**src/design/esot_pkg.sv**
```systemverilog
`timescale 1ns / 1ps

package esot_pkg;

   // Fixed field widths of the register file and the result item.
   localparam int CFG_DATA_W   = 32;
   localparam int CFG_INDEX_W  = 3;
   localparam int COUNT_W      = 8;
   localparam int REASON_W     = 8;
   localparam int OUT_TIME_W   = 32;
   localparam int OPCODE_W     = 2;
   localparam int STATUS_W     = 3;
   localparam int REQ_TDATA_W  = 8;
   localparam int RSP_TDATA_W  = 80;

   typedef enum logic [OPCODE_W-1:0] {
      OP_START  = 2'd0,
      OP_SAMPLE = 2'd1,
      OP_QUERY  = 2'd2
   } opcode_type;

   typedef enum logic [STATUS_W-1:0] {
      ST_RESCHED = 3'd0,
      ST_TRIG    = 3'd1,
      ST_DISARM  = 3'd2,
      ST_IGNORE  = 3'd3,
      ST_REPORT  = 3'd4
   } status_type;

   typedef enum logic [CFG_INDEX_W-1:0] {
      REG_START_TIME     = 3'd0,
      REG_SAMPLE_TIME    = 3'd1,
      REG_SAMPLE_COUNT   = 3'd2,
      REG_REST_TIME      = 3'd3,
      REG_TRIGGER_LEVEL  = 3'd4,
      REG_TRIGGER_REASON = 3'd5
   } reg_index_type;

   typedef enum logic [2:0] {
      MODE_IDLE = 3'b001,
      MODE_REST = 3'b010,
      MODE_OVER = 3'b100
   } mode_type;

   typedef struct packed {
      logic [CFG_DATA_W-1:0] start_time;
      logic [CFG_DATA_W-1:0] sample_period;
      logic [COUNT_W-1:0]    sample_goal;
      logic [CFG_DATA_W-1:0] rest_period;
      logic                  trigger_level;
      logic [REASON_W-1:0]   trip_reason;
   } cfg_type;

   typedef struct packed {
      status_type            status;
      logic [OUT_TIME_W-1:0] wake_time;
      logic [REASON_W-1:0]   fired_reason;
      logic                  homing_flag;
      logic [OUT_TIME_W-1:0] wake_record;
      logic                  level_echo;
   } result_type;

endpackage

```
**src/design/esot_csr.sv**
```systemverilog
`timescale 1ns / 1ps

module esot_csr (
   input  logic                               clock,
   input  logic                               reset,
   input  logic                               wr_en,
   input  logic [esot_pkg::CFG_INDEX_W-1:0]   wr_index,
   input  logic [esot_pkg::CFG_DATA_W-1:0]    wr_data,
   output esot_pkg::cfg_type                  cfg
);
   import esot_pkg::*;

   cfg_type cfg_ff;
   cfg_type cfg_in;

   always_comb begin
      cfg_in = cfg_ff;
      if (wr_en) begin
         unique case (wr_index)
            REG_START_TIME:     cfg_in.start_time     = wr_data;
            REG_SAMPLE_TIME:    cfg_in.sample_period  = wr_data;
            REG_SAMPLE_COUNT:   cfg_in.sample_goal    = wr_data[COUNT_W-1:0];
            REG_REST_TIME:      cfg_in.rest_period    = wr_data;
            REG_TRIGGER_LEVEL:  cfg_in.trigger_level  = wr_data[0];
            REG_TRIGGER_REASON: cfg_in.trip_reason    = wr_data[REASON_W-1:0];
            default:            cfg_in = cfg_ff;
         endcase
      end
   end

   always_ff @(posedge clock) begin
      if (reset) begin
         cfg_ff <= '0;
      end else begin
         cfg_ff <= cfg_in;
      end
   end

   assign cfg = cfg_ff;

endmodule

```
**src/design/esot_core.sv**
```systemverilog
`timescale 1ns / 1ps

module esot_core #(
   parameter int TIME_WIDTH = 32
) (
   input  logic                            clock,
   input  logic                            reset,
   input  logic                            step_en,
   input  logic [esot_pkg::OPCODE_W-1:0]   opcode,
   input  logic                            pin_level,
   input  esot_pkg::cfg_type               cfg,
   output esot_pkg::result_type            result
);
   import esot_pkg::*;

   mode_type               mode_ff, mode_in;
   logic [TIME_WIDTH-1:0]  wake_ff, wake_in;
   logic [TIME_WIDTH-1:0]  next_wake_ff, next_wake_in;
   logic [COUNT_W-1:0]     remain_ff, remain_in;
   logic                   homing_ff, homing_in;

   logic [TIME_WIDTH-1:0]  rest_sum;
   logic [TIME_WIDTH-1:0]  over_sum;
   logic [TIME_WIDTH-1:0]  start_clock;
   logic [COUNT_W-1:0]     count_dec;
   logic                   level_match;
   result_type             res;

   // Both candidate wake times come from the current wake clock.
   assign rest_sum    = wake_ff + TIME_WIDTH'(cfg.rest_period);
   assign over_sum    = wake_ff + TIME_WIDTH'(cfg.sample_period);
   assign start_clock = TIME_WIDTH'(cfg.start_time);
   assign count_dec   = remain_ff - COUNT_W'(1);
   assign level_match = (pin_level == cfg.trigger_level);

   always_comb begin
      mode_in      = mode_ff;
      wake_in      = wake_ff;
      next_wake_in = next_wake_ff;
      remain_in    = remain_ff;
      homing_in    = homing_ff;
      res          = '0;
      res.status   = ST_IGNORE;

      unique case (opcode)
         OP_START: begin
            wake_in = start_clock;
            if (cfg.sample_goal == '0) begin
               mode_in    = MODE_IDLE;
               homing_in  = 1'b0;
               res.status = ST_DISARM;
            end else begin
               mode_in       = MODE_REST;
               remain_in     = cfg.sample_goal;
               homing_in     = 1'b1;
               res.status    = ST_RESCHED;
               res.wake_time = OUT_TIME_W'(start_clock);
            end
         end
         OP_SAMPLE: begin
            if (mode_ff == MODE_REST && !level_match) begin
               wake_in       = rest_sum;
               res.status    = ST_RESCHED;
               res.wake_time = OUT_TIME_W'(rest_sum);
            end else if (mode_ff == MODE_OVER && !level_match) begin
               // Glitch: reload the count and fall back to rest polling.
               mode_in       = MODE_REST;
               wake_in       = next_wake_ff;
               remain_in     = cfg.sample_goal;
               res.status    = ST_RESCHED;
               res.wake_time = OUT_TIME_W'(next_wake_ff);
            end else if (mode_ff == MODE_REST || mode_ff == MODE_OVER) begin
               // Matching level: a rest-mode hit first records the next
               // rest wake time, then both modes take one oversample step.
               if (mode_ff == MODE_REST) begin
                  next_wake_in = rest_sum;
               end
               if (count_dec == '0) begin
                  mode_in          = MODE_IDLE;
                  res.status       = ST_TRIG;
                  res.fired_reason = cfg.trip_reason;
               end else begin
                  mode_in       = MODE_OVER;
                  remain_in     = count_dec;
                  wake_in       = over_sum;
                  res.status    = ST_RESCHED;
                  res.wake_time = OUT_TIME_W'(over_sum);
               end
            end
         end
         OP_QUERY: begin
            res.status      = ST_REPORT;
            res.homing_flag = homing_ff;
            res.wake_record = OUT_TIME_W'(next_wake_ff);
            res.level_echo  = pin_level;
         end
         default: begin
            res.status = ST_IGNORE;
         end
      endcase
   end

   always_ff @(posedge clock) begin
      if (reset) begin
         mode_ff      <= MODE_IDLE;
         wake_ff      <= '0;
         next_wake_ff <= '0;
         remain_ff    <= '0;
         homing_ff    <= 1'b0;
      end else if (step_en) begin
         mode_ff      <= mode_in;
         wake_ff      <= wake_in;
         next_wake_ff <= next_wake_in;
         remain_ff    <= remain_in;
         homing_ff    <= homing_in;
      end
   end

   assign result = res;

endmodule

```
**src/design/endstop_oversample_trigger.sv**
```systemverilog
`timescale 1ns / 1ps

// Endstop oversampling trigger detector for homing. A start request arms the
// block from the configuration registers and schedules rest polling at
// start_time, or disarms it when sample_goal is zero; each timer sample
// request carries the pin level and gets back a response telling the timer
// when to sample next, that the trigger fired (with its reason), or that
// the sample was ignored. A query request reports the homing flag and the
// recorded next wake time. The block takes one request per clock cycle while
// responses are not stalled. An accepted request waits in the input
// register; once the result register is empty or being emptied, its response
// is loaded into the result register and offered. While a response waits,
// the input register can still take one request, then holds it and accepts
// no more until the result register frees up. The per-sample work is a
// level compare, an 8-bit decrement and a TIME_WIDTH-bit add, all done in
// the single logic stage between those two registers. Configuration writes
// are always accepted and must only be issued while no request is in flight.

module endstop_oversample_trigger #(
   parameter int TIME_WIDTH = 32
) (
   input  logic                                 clock,
   input  logic                                 reset,

   // Request channel.
   input  logic                                 req_tvalid,
   output logic                                 req_tready,
   // [0] pin_level, [7:1] zero
   input  logic [esot_pkg::REQ_TDATA_W-1:0]     req_tdata,
   // [1:0] opcode
   input  logic [esot_pkg::OPCODE_W-1:0]        req_tuser,

   // Response channel.
   output logic                                 rsp_tvalid,
   input  logic                                 rsp_tready,
   // [31:0] wake_time, [39:32] fired_reason, [40] homing_flag,
   // [72:41] wake_record, [73] level_echo, [79:74] zero
   output logic [esot_pkg::RSP_TDATA_W-1:0]     rsp_tdata,
   // [2:0] status
   output logic [esot_pkg::STATUS_W-1:0]        rsp_tuser,

   // Configuration write channel.
   input  logic                                 csr_valid,
   output logic                                 csr_ready,
   input  logic [esot_pkg::CFG_INDEX_W-1:0]     csr_index,
   input  logic [esot_pkg::CFG_DATA_W-1:0]      csr_data
);
   import esot_pkg::*;

   cfg_type               cfg;
   result_type            step_result;

   // Input register: holds one accepted request until the logic stage runs.
   logic                  in_valid_ff, in_valid_in;
   logic [OPCODE_W-1:0]   in_opcode_ff;
   logic                  in_level_ff;

   // Result register: holds one response until the consumer takes it.
   logic                  out_valid_ff, out_valid_in;
   result_type            out_result_ff;

   logic                  req_accept;
   logic                  advance;

   // The logic stage runs whenever a request sits in the input register and
   // the result register is empty or is being emptied this cycle.
   assign advance    = in_valid_ff && (!out_valid_ff || rsp_tready);
   assign req_tready = !in_valid_ff || advance;
   assign req_accept = req_tvalid && req_tready;
   assign csr_ready  = 1'b1;

   esot_csr u_csr (
      .clock    (clock),
      .reset    (reset),
      .wr_en    (csr_valid),
      .wr_index (csr_index),
      .wr_data  (csr_data),
      .cfg      (cfg)
   );

   esot_core #(
      .TIME_WIDTH (TIME_WIDTH)
   ) u_core (
      .clock     (clock),
      .reset     (reset),
      .step_en   (advance),
      .opcode    (in_opcode_ff),
      .pin_level (in_level_ff),
      .cfg       (cfg),
      .result    (step_result)
   );

   always_comb begin
      in_valid_in = in_valid_ff;
      if (req_accept) begin
         in_valid_in = 1'b1;
      end else if (advance) begin
         in_valid_in = 1'b0;
      end

      out_valid_in = out_valid_ff;
      if (advance) begin
         out_valid_in = 1'b1;
      end else if (rsp_tready) begin
         out_valid_in = 1'b0;
      end
   end

   always_ff @(posedge clock) begin
      if (reset) begin
         in_valid_ff  <= 1'b0;
         out_valid_ff <= 1'b0;
      end else begin
         in_valid_ff  <= in_valid_in;
         out_valid_ff <= out_valid_in;
      end
   end

   always_ff @(posedge clock) begin
      if (req_accept) begin
         in_opcode_ff <= req_tuser;
         in_level_ff  <= req_tdata[0];
      end
      if (advance) begin
         out_result_ff <= step_result;
      end
   end

   assign rsp_tvalid = out_valid_ff;
   assign rsp_tuser  = out_result_ff.status;
   assign rsp_tdata  = {
      (RSP_TDATA_W - 2 * OUT_TIME_W - REASON_W - 2)'(0),
      out_result_ff.level_echo,
      out_result_ff.wake_record,
      out_result_ff.homing_flag,
      out_result_ff.fired_reason,
      out_result_ff.wake_time
   };

endmodule

```
**config.mk**
```make
export PLATFORM = sky130hd
export DESIGN_NAME = endstop_oversample_trigger
export DESIGN_NICKNAME = d
export VERILOG_FILES = /design/src/design/esot_pkg.sv /design/src/design/esot_csr.sv /design/src/design/esot_core.sv /design/src/design/endstop_oversample_trigger.sv
export SDC_FILE = /design/constraint.sdc
export NUM_CORES = 1
export LEC_CHECK = 0
export BUFFER_PORTS_ARGS = -buffer_cell sky130_fd_sc_hd__buf_2
export CAP_MARGIN = 20
export CORE_MARGIN = 2
export CORE_UTILIZATION = 45
export CTS_CLUSTER_SIZE = 25
export DETAILED_ROUTE_END_ITERATION = 10
export PLACE_DENSITY = 0.6
export SYNTH_ARGS = -nofsm -noshare
export SYNTH_HDL_FRONTEND = slang
export SYNTH_HIERARCHICAL = 1
export SYNTH_SLANG_ARGS = --single-unit
```
**constraint.sdc**
```tcl
create_clock -name clock -period 4.15 [get_ports clock]
set_input_delay 0.2075 -clock clock [delete_from_list [all_inputs] [get_ports clock]]
set_output_delay 0.2075 -clock clock [all_outputs]
set_load 0.02 [all_outputs]
```
# == After elaboration in Yosys (flattened, before gate mapping) ==
# Index checks and enable logic that the tools add are counted.
# totals
elab_cells,106
ramBits,0
mem_count,0
inputBits,50
regBits,271
mem_bits_ro,0
latchBits,0
# op_classes
div_mod_pow,0
n_shift,0
n_reduce_logical,29
order_cmp,0
n_mul,0
eq_ne,16
n_mux,32
bitwise,5
add_sub_neg,3
# op_table
cell,count
two-way mux 32 bit,6
one-hot mux 32 bit (2 select lines),2
two-way mux 35 bit,2
adder 32 bit,2
two-way mux 8 bit,6
two-way mux 42 bit,1
logical NOT 8 bit,2
one-hot mux 8 bit (2 select lines),1
AND reduction 2 bit,7
two-way mux 3 bit,4
AND reduction 6 bit,2
"== test 3 x 2 -> 1 bit, second input constant",3
"== test 3 bit, second input constant",3
one-hot mux 3 bit (3 select lines),1
AND reduction 4 bit,2
"subtractor 8 x 1 -> 8 bit, second input constant",1
two-way mux 1 bit,6
one-hot mux 3 bit (2 select lines),1
nonzero test 2 bit,3
inverter 1 bit,5
OR reduction 5 bit,1
logical AND 1 bit,4
two-way mux 2 bit,2
"inequality test 2 bit, second input constant",2
other kinds (12),16

# == Longest topological paths before layout ==
# logic_depth
word_depth,7
mapped_depth,12

# == Cells and area by module ==
# The synthesis kept the hierarchy.
# by_module_without_submodules
module,seq_area_each_um2,cells_per_inst,area_per_inst_um2,instances
esot_core,1521.5,1284,8843.5,1
esot_csr,2262.2,407,4504.3,1
endstop_oversample_trigger,2442.3,99,2566.2,1

# == Worst setup path before layout ==
# OpenSTA, ideal clock, no wires.
# synth_timing
path_kind,register to register
start,"reg out_valid_ff, in the netlist rsp_tvalid"
end,reg u_core.wake_ff[28]
required_ps,4075
setup_time_ps,75
slack_ps,1020
arrival_time_ps,3054
stages_incl_launch_ff,9
synth_period_minus_slack_ps,3130
cell_sequence,dfxtp_1 nand2b_1 and2_2 nand2b_1 a21oi_1 o31ai_4 nor3_1 o21ai_0 o22ai_1
# synth_between
elab_chain_len,4
# synth_rtl
item,line,rtl
"start, declared",endstop_oversample_trigger.sv:59,"logic out_valid_ff, out_valid_in;"
"start signal, assigned",endstop_oversample_trigger.sv:115,out_valid_ff <= out_valid_in;
logical NOT 1 bit,endstop_oversample_trigger.sv:67,assign advance = in_valid_ff && (!out_valid_ff || rsp_tready);
logical OR 1 bit,endstop_oversample_trigger.sv:67,
logical AND 1 bit,endstop_oversample_trigger.sv:67,
net advance,endstop_oversample_trigger.sv:63,logic advance;
AND reduction 4 bit (no line),--,
"end signal, assigned",esot_core.sv:112,wake_ff <= wake_in;
"end, declared",esot_core.sv:17,"logic [TIME_WIDTH-1:0] wake_ff, wake_in;"
# The timed path passes the listed nets, and every way through them passes these cells.
# A chain may end at the register's enable or synchronous reset.

==> impl_metrics.tcl <==
set metrics [dict create \
    syn_area_per_cell_um2 8.89 \
    clk_latency_ns 0.58 \
    peakVddDrop_mv 0.359 \
    setup_ws_ns 0.696 \
    place_hpwl_um 36500 \
    cts_setup_buffers 0 \
    synth-async-reset-ratio_pct 0 \
    post-route-period-util_pct 83.2 \
    syn-instance-count 1790 \
    preCtsSetupSlack_ns 0.760 \
    ys_seq_area_share_pct 39.1 \
    syn_to_final_growth_pct 14.2 \
    cp_slowest_cell "a211oi_1" \
    path_max_fanout 5 \
    wl_um 52200 \
    stdcell_count 2362 \
    clkTransAtPathRegs_ns 0.06 \
    drv_cap 0 \
    synth_xor_area_share_pct 2.86 \
    dr.pass1.iters 6 \
    start_kind "register" \
    drv_slew 0 \
    hp-class "primary input to register" \
    syn-cell-area_um2 15900 \
    critPathCaptureType "register" \
    drc 0 \
    placed_cells 2278 \
    yosys-top-cells-area "dfxtp_1 (24%), edfxtp_1 (15%), mux2i_1 (7.5%), nand2b_1 (6.4%), a21oi_1 (5.1%)" \
    yosysUniqueCellTypes 91 \
    cts_tree "yes" \
    layout-drive-gt1-share_pct 11.6 \
    use_met1_pct 42.1 \
    clock_sinks 271 \
    initial_core_util_pct 45.8 \
    grt_max_degree 137 \
    cts_made_buffers 30 \
    antenna_left 0 \
    io-pin-count 136 \
    synth_adder_area_share_pct 5.28 \
    cts_resized 0 \
    fp.dieArea_um2 36900 \
    synth-compound-area-share_pct 19.6 \
    row_count 68 \
    crit_path_max_incr_delay_ns 0.48 \
    met3_usage_pct 2.89 \
    post_drt_wl_per_cell_um 22.1 \
    dr.first_iter.drc_count 1425 \
    diodes 0 \
    grt_pass1_wl_um 79100 \
    h-tree-depth 1 \
    crit_chain "ha_1 > a211oi_1 > o21ai_1 > a21oi_1 > nor4_2 > o31a_1 > a211oi_1 > o31ai_1 > a22o_1" \
    setup-tns-final_ns 0 \
    gp_congestion 0.952 \
    yosysWarnings 6 \
    vias_per_cell 5.92 \
    p_per_area_nw_per_um2 339 \
    die_h_um 192 \
    cp.arrival_ns 3.79 \
    place.port_buffers 121 \
    synth_top_family_by_area "simple AND/OR/NAND/NOR gates" \
    finalClockSkew_ns 0.0136 \
    cp_data_required_time_ns 4.48 \
    max_slew_margin_pct 24.5 \
    yosys.area.top_type "dfxtp_1" \
    cts_buffer_depth 3 \
    setup_viol 0 \
    fin_crit_ns 3.45 \
    fmax_mhz 290 \
    grtUsageTotal_pct 28.1 \
    top_usage_layer "met2" \
    synth_edf_count 80 \
    crit_top_cell "a211oi_1" \
    tightest_slew_ns 1.13 \
    grt_overflow 0 \
    core_area_um2 34700 \
    hold_viol_final 0 \
    worstSetupPathType "register to register" \
    yosys.area_share.simple_pct 21.9 \
    antenna_found_initial 1 \
    nets 1999 \
    dieWidth_um 192 \
    grt_pass1_vias 13300 \
    status "finished, final reports clean" \
    cellLeakagePower_nw 7.62 \
    synth-main-ff-cell "dfxtp_1" \
    num_vias 14000 \
    synth-seq-cells 271 \
    synth_top_area_share_pct 24.0 \
    synth_mux_area_share_pct 7.62 \
    use_met2_pct 43.3 \
    rsz0062_at_grt "no" \
    cts-root-buf "clkbuf_16" \
]
## power breakdown
group	switching, mW	total [mW]	internal [mW]	leakage (nW)
Combinational	0.306	0.482	0.176	4.79
Clock	1.15	2.86	1.71	0.515
Sequential	0.0408	2.82	2.78	2.32
## cells in the final DEF (no fill, tap or decap), drive strengths merged, types with 19 or more instances in the layout
cell and instances:
dfxtp 191, nand2 171, nand2b 165, a21oi 162, buf 142, mux2i 120, nor2 98, o21ai 92
edfxtp 80, ha 64, and2 59, clkbuf 39, nand3 33, nor3 32, xnor2 31, a21o 30
dlygate4sd3 28, inv 25, xor2 21, and3 21, a211oi 21, o31ai 20, o211ai 19
## synthesized netlist by cell type (5+ instances only)
master / count
dfxtp_1: 191
nand2b_1: 164
nand2_1: 170
nor3_1: 32
o21a_1: 15
nor3b_1: 9
o21bai_1: 9
nand4_1: 14
clkbuf_1: 84
a22oi_1: 5
edfxtp_1: 80
xnor2_1: 31
o211a_1: 6
a211oi_1: 20
a221oi_1: 11
a21o_1: 30
or3_1: 7
ha_1: 64
nor4_1: 10
o211ai_1: 19
nor2_1: 97
and3_1: 21
a21oi_1: 161
a31oi_1: 12
buf_2: 19
nor2b_1: 8
nand3_1: 33
o21ai_0: 89
xor2_1: 21
and2_1: 54
a21boi_0: 9
inv_1: 23
buf_4: 7
a311oi_1: 10
o22ai_1: 9
mux2i_1: 120
a22o_1: 8
o32ai_1: 7
o31ai_1: 19
## area by class of cell
type                       count  area [um2]
tap                          455         569
inverter                      23        86.3
timing repair buffer         170        1060
clock buffer                  39         816
fill                        3249       16500
multi-input combinational   1387        9180
sequential                   271        6230
clock inverter                17         236
## final timing paths
kind                             startpoint                         to  slack [ns]  depth (start not counted)
max          u_core/wake_ff[1]$_SDFFE_PP0P_    rsp_tdata[29]$_DFFE_PP_        0.70                          9
min                            csr_index[1]  u_csr/cfg[8]$_SDFFE_PP0P_        0.03                          3
max reg2reg  u_core/wake_ff[1]$_SDFFE_PP0P_    rsp_tdata[29]$_DFFE_PP_        0.70                          9
min reg2reg       u_csr/cfg[6]$_SDFFE_PP0P_  u_csr/cfg[6]$_SDFFE_PP0P_        0.48                          2
## worst max-delay path: cells and delay by family (launching register included)
kind                       cells  cell delay, ns
AOI/OAI and AO/OA              7            2.31
adders and majority gates      1            0.28
DFF                            1            0.43
and+or+nand+nor                1            0.18
## kinds of logic (layout without fill, tap and decap cells)
logic type / count (synthesis) / after routing
AND/OR/NAND/NOR: 658 / 658
AO/OA/AOI/OAI: 483 / 483
flip-flops: 271 / 271
buffers and inverters: 137 / 249
multiplexers: 121 / 121
adder cells (fa/ha/maj): 66 / 66
XOR/XNOR: 52 / 52
other: 2 / 7
## layer usage
layer	share of wire, %	wire (um)
met3	7.3	3810
met1	48	24900
met5	0	0
met2	43	22500
met4	1.8	937
## through the flow
stage / power, mW / cell area [um2] / hold slack, ns / utilization (%)
floorplan: 3.18 / 15900 / 0.270 / -
global placement: 3.33 / 16800 / 0.387 / 48.5
detailed placement: 3.34 / 16800 / 0.389 / 48.5
CTS: 6.21 / 18200 / 0.00264 / 52.4
global route: 6.37 / 18200 / 0.0452 / 52.4
finish: 6.16 / 18200 / 0.0300 / 52.4
## sequential cells by signal, summed over array words and instances, names as in the netlist
name	count
in_valid_ff	1
rsp_tvalid	1
u_core/homing_ff	1
rsp_tuser	3
in_level_ff	1
u_core/wake_ff	32
u_core/remain_ff	8
u_core/next_wake_ff	32
rsp_tdata	74
u_core/mode_ff	3
in_opcode_ff	2
u_csr/cfg	113
## timing repair
action | CTS | global route
endpoints found under the setup margin | 0 | 0
hold endpoints to repair | 74 | 0
hold buffers | 28 | 0
No activity file was read; power rests on OpenSTA's default activity.
